File: config.mk
export PLATFORM = sky130hd
export DESIGN_NAME = k_way_sorted_merge
export DESIGN_NICKNAME = d
export VERILOG_FILES = /design/src/rtl/kwsm_pkg.sv /design/src/rtl/k_way_sorted_merge.sv /design/src/rtl/kwsm_ram.sv /design/src/rtl/kwsm_ctrl.sv
export SDC_FILE = /design/constraint.sdc
export NUM_CORES = 2
export LEC_CHECK = 0
export BUFFER_PORTS_ARGS = -buffer_cell sky130_fd_sc_hd__buf_4
export CAP_MARGIN = 20
export CORE_MARGIN = 2
export CORE_UTILIZATION = 56
export DETAILED_ROUTE_END_ITERATION = 8
export GPL_TIMING_DRIVEN = 0
export PLACE_DENSITY = 0.73
export SLEW_MARGIN = 20
export SYNTH_ARGS = -nofsm -noshare
export SYNTH_HDL_FRONTEND = slang
export SYNTH_HIERARCHICAL = 1
export SYNTH_SLANG_ARGS = --single-unit
File: constraint.sdc
create_clock -name clock -period 6.2 [get_ports clock]
set_input_delay 0.93 -clock clock [delete_from_list [all_inputs] [get_ports clock]]
set_output_delay 0.93 -clock clock [all_outputs]
set_load 0.1 [all_outputs]
File: src/rtl/kwsm_pkg.sv
package kwsm_pkg;

   localparam int DATA_W = 32;
   localparam int FIELD_W = 3;
   localparam int LIST_COUNT_W = 4;
   localparam int MAX_LISTS_DEFAULT = 8;
   localparam int CSR_ADDR_W = 3;
   localparam int CSR_DATA_W = 32;

   localparam logic [LIST_COUNT_W-1:0] LIST_COUNT_RESET = 4'd8;

   // register index, taken from paddr above the byte offset
   localparam logic REG_LIST_COUNT = 1'b0;

   localparam logic CMD_LOAD = 1'b0;
   localparam logic CMD_MERGE = 1'b1;

   typedef struct packed {
      logic signed [DATA_W-1:0] value;
      logic [FIELD_W-1:0] list;
      logic [FIELD_W-1:0] pos;
   } heap_entry_type;

   typedef struct packed {
      logic valid;
      logic signed [DATA_W-1:0] value;
      logic last;
   } emit_type;

   typedef enum logic [3:0] {
      ST_IDLE,
      ST_SEED_WR,
      ST_HEAP_RD,
      ST_HEAP_LD,
      ST_SIFT_CHK,
      ST_SIFT_LEFT,
      ST_SIFT_RIGHT,
      ST_SIFT_DEC,
      ST_POP_RD,
      ST_POP_TOP,
      ST_POP_NEXT,
      ST_POP_LAST
   } state_type;

   // smaller value first, lower list on a tie
   function automatic logic goes_before(input heap_entry_type a, input heap_entry_type b);
      logic less;
      logic same;
      less = $signed(a.value) < $signed(b.value);
      same = a.value == b.value;
      return less || (same && (a.list < b.list));
   endfunction

endpackage

File: src/rtl/k_way_sorted_merge.sv
// load request: accepted while idle, next request may follow in the next cycle
// merge request: seeds the heap with the first element of each list, then sifts each
//   inner node; each value then comes from the heap top, after any wait on the output
//   register; the heap memory gives one child read per cycle
// a request is accepted only when the previous merge has finished
// reset clears control state and sets list_count to 8; stored elements are kept
module k_way_sorted_merge #(
   parameter int MAX_LISTS = kwsm_pkg::MAX_LISTS_DEFAULT
) (
   input  logic                                 clock,
   input  logic                                 reset,
   input  logic                                 req_valid,
   output logic                                 req_ready,
   input  logic                                 req_command,
   input  logic [kwsm_pkg::FIELD_W-1:0]         req_list_index,
   input  logic [kwsm_pkg::FIELD_W-1:0]         req_position,
   input  logic signed [kwsm_pkg::DATA_W-1:0]   req_value,
   output logic                                 rsp_valid,
   input  logic                                 rsp_ready,
   output logic signed [kwsm_pkg::DATA_W-1:0]   rsp_merged_value,
   output logic                                 rsp_last_flag,
   input  logic                                 psel,
   input  logic                                 penable,
   input  logic                                 pwrite,
   input  logic [kwsm_pkg::CSR_ADDR_W-1:0]      paddr,
   input  logic [kwsm_pkg::CSR_DATA_W-1:0]      pwdata,
   output logic [kwsm_pkg::CSR_DATA_W-1:0]      prdata,
   output logic                                 pready
);

   import kwsm_pkg::*;

   logic [LIST_COUNT_W-1:0] list_count_ff, list_count_in;
   logic rsp_valid_ff, rsp_valid_in;
   logic signed [DATA_W-1:0] rsp_merged_value_ff;
   logic rsp_last_flag_ff;
   logic reg_idx;
   logic csr_write;
   logic out_free;
   emit_type emit;

   assign pready = 1'b1;
   assign reg_idx = paddr[CSR_ADDR_W-1];
   assign csr_write = psel && penable && pwrite && pready;

   always_comb begin
      list_count_in = list_count_ff;
      prdata = '0;
      unique case (reg_idx)
         REG_LIST_COUNT: begin
            prdata = CSR_DATA_W'(list_count_ff);
            if (csr_write) begin
               list_count_in = pwdata[LIST_COUNT_W-1:0];
            end
         end
         default: begin
            prdata = '0;
         end
      endcase
   end

   kwsm_ctrl #(
      .MAX_LISTS(MAX_LISTS)
   ) u_ctrl (
      .clock(clock),
      .reset(reset),
      .req_valid(req_valid),
      .req_ready(req_ready),
      .req_command(req_command),
      .req_list_index(req_list_index),
      .req_position(req_position),
      .req_value(req_value),
      .list_count(list_count_ff),
      .out_free(out_free),
      .emit(emit)
   );

   // output register parts the heap loop from the consumer
   assign out_free = !rsp_valid_ff || rsp_ready;
   assign rsp_valid_in = emit.valid || (rsp_valid_ff && !rsp_ready);

   always_ff @(posedge clock) begin
      if (reset) begin
         list_count_ff <= LIST_COUNT_RESET;
         rsp_valid_ff <= 1'b0;
      end else begin
         list_count_ff <= list_count_in;
         rsp_valid_ff <= rsp_valid_in;
      end
   end

   always_ff @(posedge clock) begin
      if (emit.valid) begin
         rsp_merged_value_ff <= emit.value;
         rsp_last_flag_ff <= emit.last;
      end
   end

   assign rsp_valid = rsp_valid_ff;
   assign rsp_merged_value = rsp_merged_value_ff;
   assign rsp_last_flag = rsp_last_flag_ff;

endmodule

File: src/rtl/kwsm_ram.sv
module kwsm_ram #(
   parameter int WIDTH = 32,
   parameter int DEPTH = 64
) (
   input  logic                     clock,
   input  logic                     we,
   input  logic [$clog2(DEPTH)-1:0] waddr,
   input  logic [WIDTH-1:0]         wdata,
   input  logic                     re,
   input  logic [$clog2(DEPTH)-1:0] raddr,
   output logic [WIDTH-1:0]         rdata
);

   logic [WIDTH-1:0] mem_ff [DEPTH];
   logic [WIDTH-1:0] rdata_ff;

   always_ff @(posedge clock) begin
      if (we) begin
         mem_ff[waddr] <= wdata;
      end
      if (re) begin
         rdata_ff <= mem_ff[raddr];
      end
   end

   assign rdata = rdata_ff;

endmodule

File: src/rtl/kwsm_ctrl.sv
module kwsm_ctrl #(
   parameter int MAX_LISTS = kwsm_pkg::MAX_LISTS_DEFAULT
) (
   input  logic                                   clock,
   input  logic                                   reset,
   input  logic                                   req_valid,
   output logic                                   req_ready,
   input  logic                                   req_command,
   input  logic [kwsm_pkg::FIELD_W-1:0]           req_list_index,
   input  logic [kwsm_pkg::FIELD_W-1:0]           req_position,
   input  logic signed [kwsm_pkg::DATA_W-1:0]     req_value,
   input  logic [kwsm_pkg::LIST_COUNT_W-1:0]      list_count,
   input  logic                                   out_free,
   output kwsm_pkg::emit_type                     emit
);

   import kwsm_pkg::*;

   localparam int HAW = $clog2(MAX_LISTS);
   localparam int EAW = $clog2(MAX_LISTS * MAX_LISTS);
   localparam int CW = $clog2(MAX_LISTS + 1);
   localparam int IW = CW + 1;
   localparam int MW = EAW + LIST_COUNT_W;
   localparam int HEAP_W = $bits(heap_entry_type);
   localparam logic [CW-1:0] K_MAX = CW'(MAX_LISTS);
   localparam logic [LIST_COUNT_W-1:0] MAX_LC = LIST_COUNT_W'(MAX_LISTS);

   function automatic logic [EAW-1:0] elem_addr(input logic [FIELD_W-1:0] list,
                                                input logic [LIST_COUNT_W-1:0] pos);
      logic [MW-1:0] full;
      full = MW'(list) * MW'(MAX_LISTS) + MW'(pos);
      return full[EAW-1:0];
   endfunction

   state_type state_ff, state_in;
   logic [CW-1:0] k_ff, k_in;
   logic [CW-1:0] size_ff, size_in;
   logic [HAW-1:0] seed_ff, seed_in;
   logic [HAW-1:0] node_ff, node_in;
   logic [HAW-1:0] hole_ff, hole_in;
   logic [HAW-1:0] best_idx_ff, best_idx_in;
   logic heapify_ff, heapify_in;
   heap_entry_type held_ff, held_in;
   heap_entry_type left_ff, left_in;
   heap_entry_type best_ff, best_in;

   logic elem_we;
   logic [EAW-1:0] elem_waddr;
   logic elem_re;
   logic [EAW-1:0] elem_raddr;
   logic [DATA_W-1:0] elem_rdata;

   logic heap_we;
   logic [HAW-1:0] heap_waddr;
   heap_entry_type heap_wdata;
   logic heap_re;
   logic [HAW-1:0] heap_raddr;
   logic [HEAP_W-1:0] heap_rdata_raw;
   heap_entry_type heap_rdata;

   logic [CW-1:0] k_sat;
   logic [IW-1:0] left_idx;
   logic [IW-1:0] right_idx;
   logic [IW-1:0] size_ext;
   logic [LIST_COUNT_W-1:0] top_pos_next;
   logic top_more;
   logic [CW-1:0] size_dec;
   logic [CW-1:0] half_m1;
   logic [HAW-1:0] seed_plus;
   logic seed_last;
   logic load_ok;
   logic sift_done;

   assign heap_rdata = heap_rdata_raw;
   assign k_sat = (list_count > MAX_LC) ? K_MAX : list_count[CW-1:0];
   assign left_idx = IW'({hole_ff, 1'b1});
   assign right_idx = IW'({hole_ff, 1'b0}) + IW'(2);
   assign size_ext = IW'(size_ff);
   assign top_pos_next = LIST_COUNT_W'(heap_rdata.pos) + LIST_COUNT_W'(1);
   assign top_more = top_pos_next < LIST_COUNT_W'(k_ff);
   assign size_dec = size_ff - CW'(1);
   assign half_m1 = (k_ff >> 1) - CW'(1);
   assign seed_plus = seed_ff + HAW'(1);
   assign seed_last = (IW'(seed_ff) + IW'(1)) == IW'(k_ff);
   assign load_ok = (LIST_COUNT_W'(req_list_index) < MAX_LC)
                    && (LIST_COUNT_W'(req_position) < MAX_LC);

   kwsm_ram #(
      .WIDTH(DATA_W),
      .DEPTH(MAX_LISTS * MAX_LISTS)
   ) u_elem_ram (
      .clock(clock),
      .we(elem_we),
      .waddr(elem_waddr),
      .wdata(req_value),
      .re(elem_re),
      .raddr(elem_raddr),
      .rdata(elem_rdata)
   );

   kwsm_ram #(
      .WIDTH(HEAP_W),
      .DEPTH(MAX_LISTS)
   ) u_heap_ram (
      .clock(clock),
      .we(heap_we),
      .waddr(heap_waddr),
      .wdata(heap_wdata),
      .re(heap_re),
      .raddr(heap_raddr),
      .rdata(heap_rdata_raw)
   );

   always_ff @(posedge clock) begin
      if (reset) begin
         state_ff <= ST_IDLE;
         k_ff <= '0;
         size_ff <= '0;
         seed_ff <= '0;
         node_ff <= '0;
         hole_ff <= '0;
         heapify_ff <= 1'b0;
      end else begin
         state_ff <= state_in;
         k_ff <= k_in;
         size_ff <= size_in;
         seed_ff <= seed_in;
         node_ff <= node_in;
         hole_ff <= hole_in;
         heapify_ff <= heapify_in;
      end
   end

   always_ff @(posedge clock) begin
      held_ff <= held_in;
      left_ff <= left_in;
      best_ff <= best_in;
      best_idx_ff <= best_idx_in;
   end

   // the sequence of states keeps every heap read in a later cycle than
   // the write to the same entry, so no forwarding is needed
   always_comb begin
      state_in = state_ff;
      k_in = k_ff;
      size_in = size_ff;
      seed_in = seed_ff;
      node_in = node_ff;
      hole_in = hole_ff;
      heapify_in = heapify_ff;
      held_in = held_ff;
      left_in = left_ff;
      best_in = best_ff;
      best_idx_in = best_idx_ff;
      req_ready = 1'b0;
      elem_we = 1'b0;
      elem_waddr = elem_addr(req_list_index, LIST_COUNT_W'(req_position));
      elem_re = 1'b0;
      elem_raddr = '0;
      heap_we = 1'b0;
      heap_waddr = hole_ff;
      heap_wdata = held_ff;
      heap_re = 1'b0;
      heap_raddr = '0;
      emit.valid = 1'b0;
      emit.value = heap_rdata.value;
      emit.last = (size_ff == CW'(1)) && !top_more;
      sift_done = 1'b0;

      unique case (state_ff)
         ST_IDLE: begin
            req_ready = 1'b1;
            if (req_valid) begin
               if (req_command == CMD_LOAD) begin
                  elem_we = load_ok;
               end else if (k_sat != '0) begin
                  k_in = k_sat;
                  size_in = k_sat;
                  seed_in = '0;
                  elem_re = 1'b1;
                  elem_raddr = elem_addr(FIELD_W'(0), LIST_COUNT_W'(0));
                  state_in = ST_SEED_WR;
               end
            end
         end
         ST_SEED_WR: begin
            heap_we = 1'b1;
            heap_waddr = seed_ff;
            heap_wdata.value = elem_rdata;
            heap_wdata.list = FIELD_W'(seed_ff);
            heap_wdata.pos = '0;
            if (seed_last) begin
               if (k_ff == CW'(1)) begin
                  state_in = ST_POP_RD;
               end else begin
                  node_in = half_m1[HAW-1:0];
                  heapify_in = 1'b1;
                  state_in = ST_HEAP_RD;
               end
            end else begin
               seed_in = seed_plus;
               elem_re = 1'b1;
               elem_raddr = elem_addr(FIELD_W'(seed_plus), LIST_COUNT_W'(0));
            end
         end
         ST_HEAP_RD: begin
            heap_re = 1'b1;
            heap_raddr = node_ff;
            state_in = ST_HEAP_LD;
         end
         ST_HEAP_LD: begin
            held_in = heap_rdata;
            hole_in = node_ff;
            state_in = ST_SIFT_CHK;
         end
         ST_SIFT_CHK: begin
            if (left_idx < size_ext) begin
               heap_re = 1'b1;
               heap_raddr = left_idx[HAW-1:0];
               state_in = ST_SIFT_LEFT;
            end else begin
               heap_we = 1'b1;
               sift_done = 1'b1;
            end
         end
         ST_SIFT_LEFT: begin
            left_in = heap_rdata;
            if (right_idx < size_ext) begin
               heap_re = 1'b1;
               heap_raddr = right_idx[HAW-1:0];
               state_in = ST_SIFT_RIGHT;
            end else begin
               best_in = heap_rdata;
               best_idx_in = left_idx[HAW-1:0];
               state_in = ST_SIFT_DEC;
            end
         end
         ST_SIFT_RIGHT: begin
            if (goes_before(heap_rdata, left_ff)) begin
               best_in = heap_rdata;
               best_idx_in = right_idx[HAW-1:0];
            end else begin
               best_in = left_ff;
               best_idx_in = left_idx[HAW-1:0];
            end
            state_in = ST_SIFT_DEC;
         end
         ST_SIFT_DEC: begin
            heap_we = 1'b1;
            if (goes_before(best_ff, held_ff)) begin
               // child moves up into the hole
               heap_wdata = best_ff;
               hole_in = best_idx_ff;
               state_in = ST_SIFT_CHK;
            end else begin
               sift_done = 1'b1;
            end
         end
         ST_POP_RD: begin
            heap_re = 1'b1;
            heap_raddr = '0;
            state_in = ST_POP_TOP;
         end
         ST_POP_TOP: begin
            if (out_free) begin
               emit.valid = 1'b1;
               if (top_more) begin
                  elem_re = 1'b1;
                  elem_raddr = elem_addr(heap_rdata.list, top_pos_next);
                  state_in = ST_POP_NEXT;
               end else begin
                  size_in = size_dec;
                  if (size_ff == CW'(1)) begin
                     state_in = ST_IDLE;
                  end else begin
                     heap_re = 1'b1;
                     heap_raddr = size_dec[HAW-1:0];
                     state_in = ST_POP_LAST;
                  end
               end
            end
         end
         ST_POP_NEXT: begin
            held_in.value = elem_rdata;
            held_in.list = heap_rdata.list;
            held_in.pos = heap_rdata.pos + FIELD_W'(1);
            hole_in = '0;
            state_in = ST_SIFT_CHK;
         end
         ST_POP_LAST: begin
            held_in = heap_rdata;
            hole_in = '0;
            state_in = ST_SIFT_CHK;
         end
         default: begin
            state_in = ST_IDLE;
         end
      endcase

      if (sift_done) begin
         if (heapify_ff) begin
            if (node_ff == '0) begin
               heapify_in = 1'b0;
               state_in = ST_POP_RD;
            end else begin
               node_in = node_ff - HAW'(1);
               state_in = ST_HEAP_RD;
            end
         end else begin
            state_in = ST_POP_RD;
         end
      end
   end

   a_emit_free: assert property (@(posedge clock) disable iff (reset)
      emit.valid |-> out_free)
      else $error("result produced while output register is occupied");

   a_heap_write_range: assert property (@(posedge clock) disable iff (reset)
      heap_we |-> (IW'(heap_waddr) < size_ext))
      else $error("heap write beyond the heap size");

   a_last_ends_merge: assert property (@(posedge clock) disable iff (reset)
      (emit.valid && emit.last) |=> (state_ff == ST_IDLE))
      else $error("merge did not finish after the last value");

   a_size_bound: assert property (@(posedge clock) disable iff (reset)
      (state_ff != ST_IDLE) |-> ((size_ff <= k_ff) && (k_ff != '0)))
      else $error("heap size exceeds the list count");

endmodule

==> results.sh <==
export IMPL_p_switching_mw=7.70
export IMPL_grt_ovfl_total=0
export IMPL_final_common_cell="edfxtp_1"
export IMPL_synth_area_leaders="edfxtp_1 76%, mux4_2 14%, mux2_2 1.2%"
export IMPL_multiInputGateArea_sq_mm=0.0229
export IMPL_syn_avg_cell_area_sq_um=21.5
export IMPL_cp_max_fo=10
export IMPL_area_growth_pct=15.9
export IMPL_p_leak_nw=36.9
export IMPL_crit_path_start_kind="flip-flop"
export IMPL_wire_per_inst_microns=37.9
export IMPL_synth_cells=4721
export IMPL_synth_edf_count=2572
export IMPL_swShare=0.210
export IMPL_cts_tree="yes"
export IMPL_grt_pass1_wl_mm=411
export IMPL_reg2reg_from="u_ctrl/u_heap_ram/rdata[0]"
export IMPL_dp_slack_ns=-0.348
export IMPL_yosysTopAreaCell="edfxtp_1"
export IMPL_num_vias=54300
export IMPL_required_ns=6.77
export IMPL_crit_path_end_kind="flip-flop"
export IMPL_worstSkewPairLatency_ns=0.92
export IMPL_rrSetupSlack_ns=-0.03
export IMPL_layout_cells_non_filler=7839
export IMPL_fmax_mhz=161
export IMPL_synth_seq_cells=2599
export IMPL_finalNetCount=5439
export IMPL_synth_top_area_frac=0.760
export IMPL_rsz0062_at_grt="no"
export IMPL_grt_pass1_vias=53700
export IMPL_final_cell_area_sq_mm=0.118
export IMPL_reg2reg_depth=14
export IMPL_outcome="complete, but fails checks"
export IMPL_yosys_warnings=6
export IMPL_grtUsageTotal=0.323
export IMPL_core_sq_mm=0.181
export IMPL_initial_core_util=0.563
export IMPL_fin_crit_sh=1.00
export IMPL_ios=149
export IMPL_seq_area_sq_mm=0.0778
export IMPL_layout_drive_gt1_share=0.290
export IMPL_cp_arrival_ns=6.80
export IMPL_seqPwrFrac=0.535
export IMPL_p_clk_frac=0.429
export IMPL_worstSetupPathType="reg -> reg"
export IMPL_synth_main_ff_cell="edfxtp_1"
export IMPL_cts_hold_buf=0
export IMPL_cts_made_buffers=276
export IMPL_max_slew_worst_pin_slew_ns=1.27
export IMPL_final_util=0.653
export IMPL_dp_hpwl_mm=190
export IMPL_ant_nets=0
export IMPL_clk_pin_slew_ns=0.06
export IMPL_grt_antenna_before_repair=22
export IMPL_seq_area_frac_synth=0.765
export IMPL_fp_row_count=156
export IMPL_slew_limit_headroom=0.153
export IMPL_clock_path_buffers=4
export IMPL_layout_setup_ws_ns=-0.0263
export IMPL_async_reset_ff_frac=0
export IMPL_place_inst=7363
export IMPL_firstDrtPassIters=6
export IMPL_p_int_mw=29.0
export IMPL_r2r_end="u_ctrl/u_elem_ram/rdata[18]"
export IMPL_synth_area_sq_mm=0.102
export IMPL_clock_sinks=2599
export IMPL_fin_skew_ns=0.0469
export IMPL_combPwrFrac=0.036
export IMPL_hold_depth=2
export IMPL_totalPowerFinal_mw=36.7
export IMPL_fin_crit_ns=6.23
export IMPL_routabilityCongestion=0.974
export IMPL_grt_max_degree=65
export IMPL_die_height_microns=430
export IMPL_min_to="rsp_valid"
export IMPL_hold_slack_ns=0.301
export IMPL_setup_tns_ns=-0.0362
export IMPL_htree_levels=5
export IMPL_fill_cells=11100
export IMPL_synth_cell_types=70
export IMPL_final_cell_mix="2572 x edfxtp_1, 620 x mux4_2, 285 x clkbuf_16"
export IMPL_placed_area_sq_mm=0.109
export IMPL_drv_cap=0
export IMPL_drc=0
export IMPL_cts_root_buf="clkbuf_16"
export IMPL_violations="setup timing"
export IMPL_finalHoldViolCount=0
export IMPL_via_per_inst=6.93
export IMPL_drt_wl_total_mm=297
export IMPL_hold_path_startpoint="reset"
export IMPL_first_iter_violations=8978
export IMPL_final_max_slew_violation_count=0
export IMPL_finalSetupViolCount=2
export IMPL_min_delay_path_class="in -> reg"
export IMPL_portBuffers=84
export IMPL_dieArea_sq_mm=0.185
export IMPL_power_density_mw_per_mm2=311
export IMPL_irDropWorstVdd_mv=0.260
export IMPL_fp_dieW_microns=430
-- power by group through the flow --
stage	logic (mW)	registers (mW)	clock network [mW]
detailed placement	1.28	20.0	0
finish	1.33	19.6	15.7
global placement	1.18	20.0	0
floorplan	0.597	19.9	0
CTS	1.29	19.6	15.8
global route	1.37	19.6	16.5
-- worst max-delay path: stages (launching register included) --
cell      delay (ns)
edfxtp_1        0.53
ha_1            0.40
ha_1            0.28
a21boi_0        0.12
o21ai_0         0.16
nand2b_1        0.09
a21oi_2         0.37
and3_1          0.22
buf_2           0.35
clkbuf_1        0.40
clkbuf_1        0.93
mux4_2          0.45
mux4_2          0.51
o22ai_1         0.70
nor2_1          0.37
-- cell families (layout without fill, tap and decap cells) --
| family | after synthesis | after routing | share of synthesized area |
|---|---|---|---|
| other | 2 | 42 | 0.0000739 |
| buffers and inverters | 358 | 1066 | 0.0171 |
| multiplexers | 831 | 831 | 0.159 |
| adder cells (fa/ha/maj) | 87 | 87 | 0.0107 |
| AO/OA/AOI/OAI | 374 | 374 | 0.0251 |
| flip-flops | 2599 | 2599 | 0.765 |
| AND/OR/NAND/NOR | 459 | 459 | 0.0217 |
| XOR/XNOR | 11 | 11 | 0.000948 |
-- registers in the layout, summed over array words and instances (netlist names), 4 cells and up --
register,count
list_count_ff,4
u_ctrl/u_elem_ram/rdata,32
u_ctrl/left_ff,38
u_ctrl/state_ff,4
u_ctrl/k_ff,4
u_ctrl/u_heap_ram/rdata,38
u_ctrl/held_ff,38
u_ctrl/best_ff,38
u_ctrl/size_ff,4
u_ctrl/u_elem_ram/mem_ff,2048
rsp_merged_value,32
u_ctrl/u_heap_ram/mem_ff,304
-- worst max-delay path by stage --
| stage | slack (ns) | from | depth (start not counted) | endpoint |
|---|---|---|---|---|
| 6_report | -0.03 | u_ctrl/u_heap_ram/rdata[0] | 14 | u_ctrl/u_elem_ram/rdata[18] |
| 5_1_grt | 0.006 | u_ctrl/u_heap_ram/rdata[0] | 16 | u_ctrl/u_elem_ram/rdata[16] |
| 4_1_cts | 0.04 | u_ctrl/u_heap_ram/rdata[0] | 16 | u_ctrl/u_elem_ram/rdata[11] |
| 3_5_place_dp | -0.35 | u_ctrl/u_heap_ram/rdata[0] | 16 | u_ctrl/u_elem_ram/rdata[9] |
| 3_3_place_gp | -4.67 | u_ctrl/state_ff[2] | 4 | u_ctrl/u_heap_ram/rdata[19] |
| 2_1_floorplan | 0.28 | u_ctrl/state_ff[1] | 4 | u_ctrl/u_heap_ram/rdata[0] |
-- Yosys cell counts, types with 55 or more instances --
| master | number |
|---|---|
| inv_1 | 91 |
| clkbuf_1 | 98 |
| edfxtp_1 | 2572 |
| mux2i_1 | 101 |
| nand2_1 | 78 |
| buf_2 | 69 |
| mux4_2 | 620 |
| a21oi_1 | 106 |
| o22ai_1 | 87 |
| mux2_2 | 105 |
| nor2_1 | 184 |
| buf_4 | 55 |
| ha_1 | 87 |
-- layer usage --
layer  routed length [microns]  GRT usage  vias up
met4                     23400      0.209       14
met5                        91          0        -
met2                    140000      0.505     4554
li1                          -          -    20800
met1                     98300      0.413    27900
met3                     35600     0.0726     1014
-- layout make-up --
type,count,area share
Multi-Input combinational cell,1791,0.194
Antenna cell,13,0.000276
Buffer,266,0.0121
Sequential cell,2599,0.660
Timing Repair Buffer,246,0.0343
Clock buffer,330,0.0621
Clock inverter,133,0.00908
Inverter,91,0.00290
Tap cell,2370,0.0252
-- what timing repair did --
item                       4_1_cts  5_1_grt
gates resized for setup          6       10
setup endpoints to repair        8       22
setup buffers                    0        0
No activity file was read; power rests on OpenSTA's default activity.
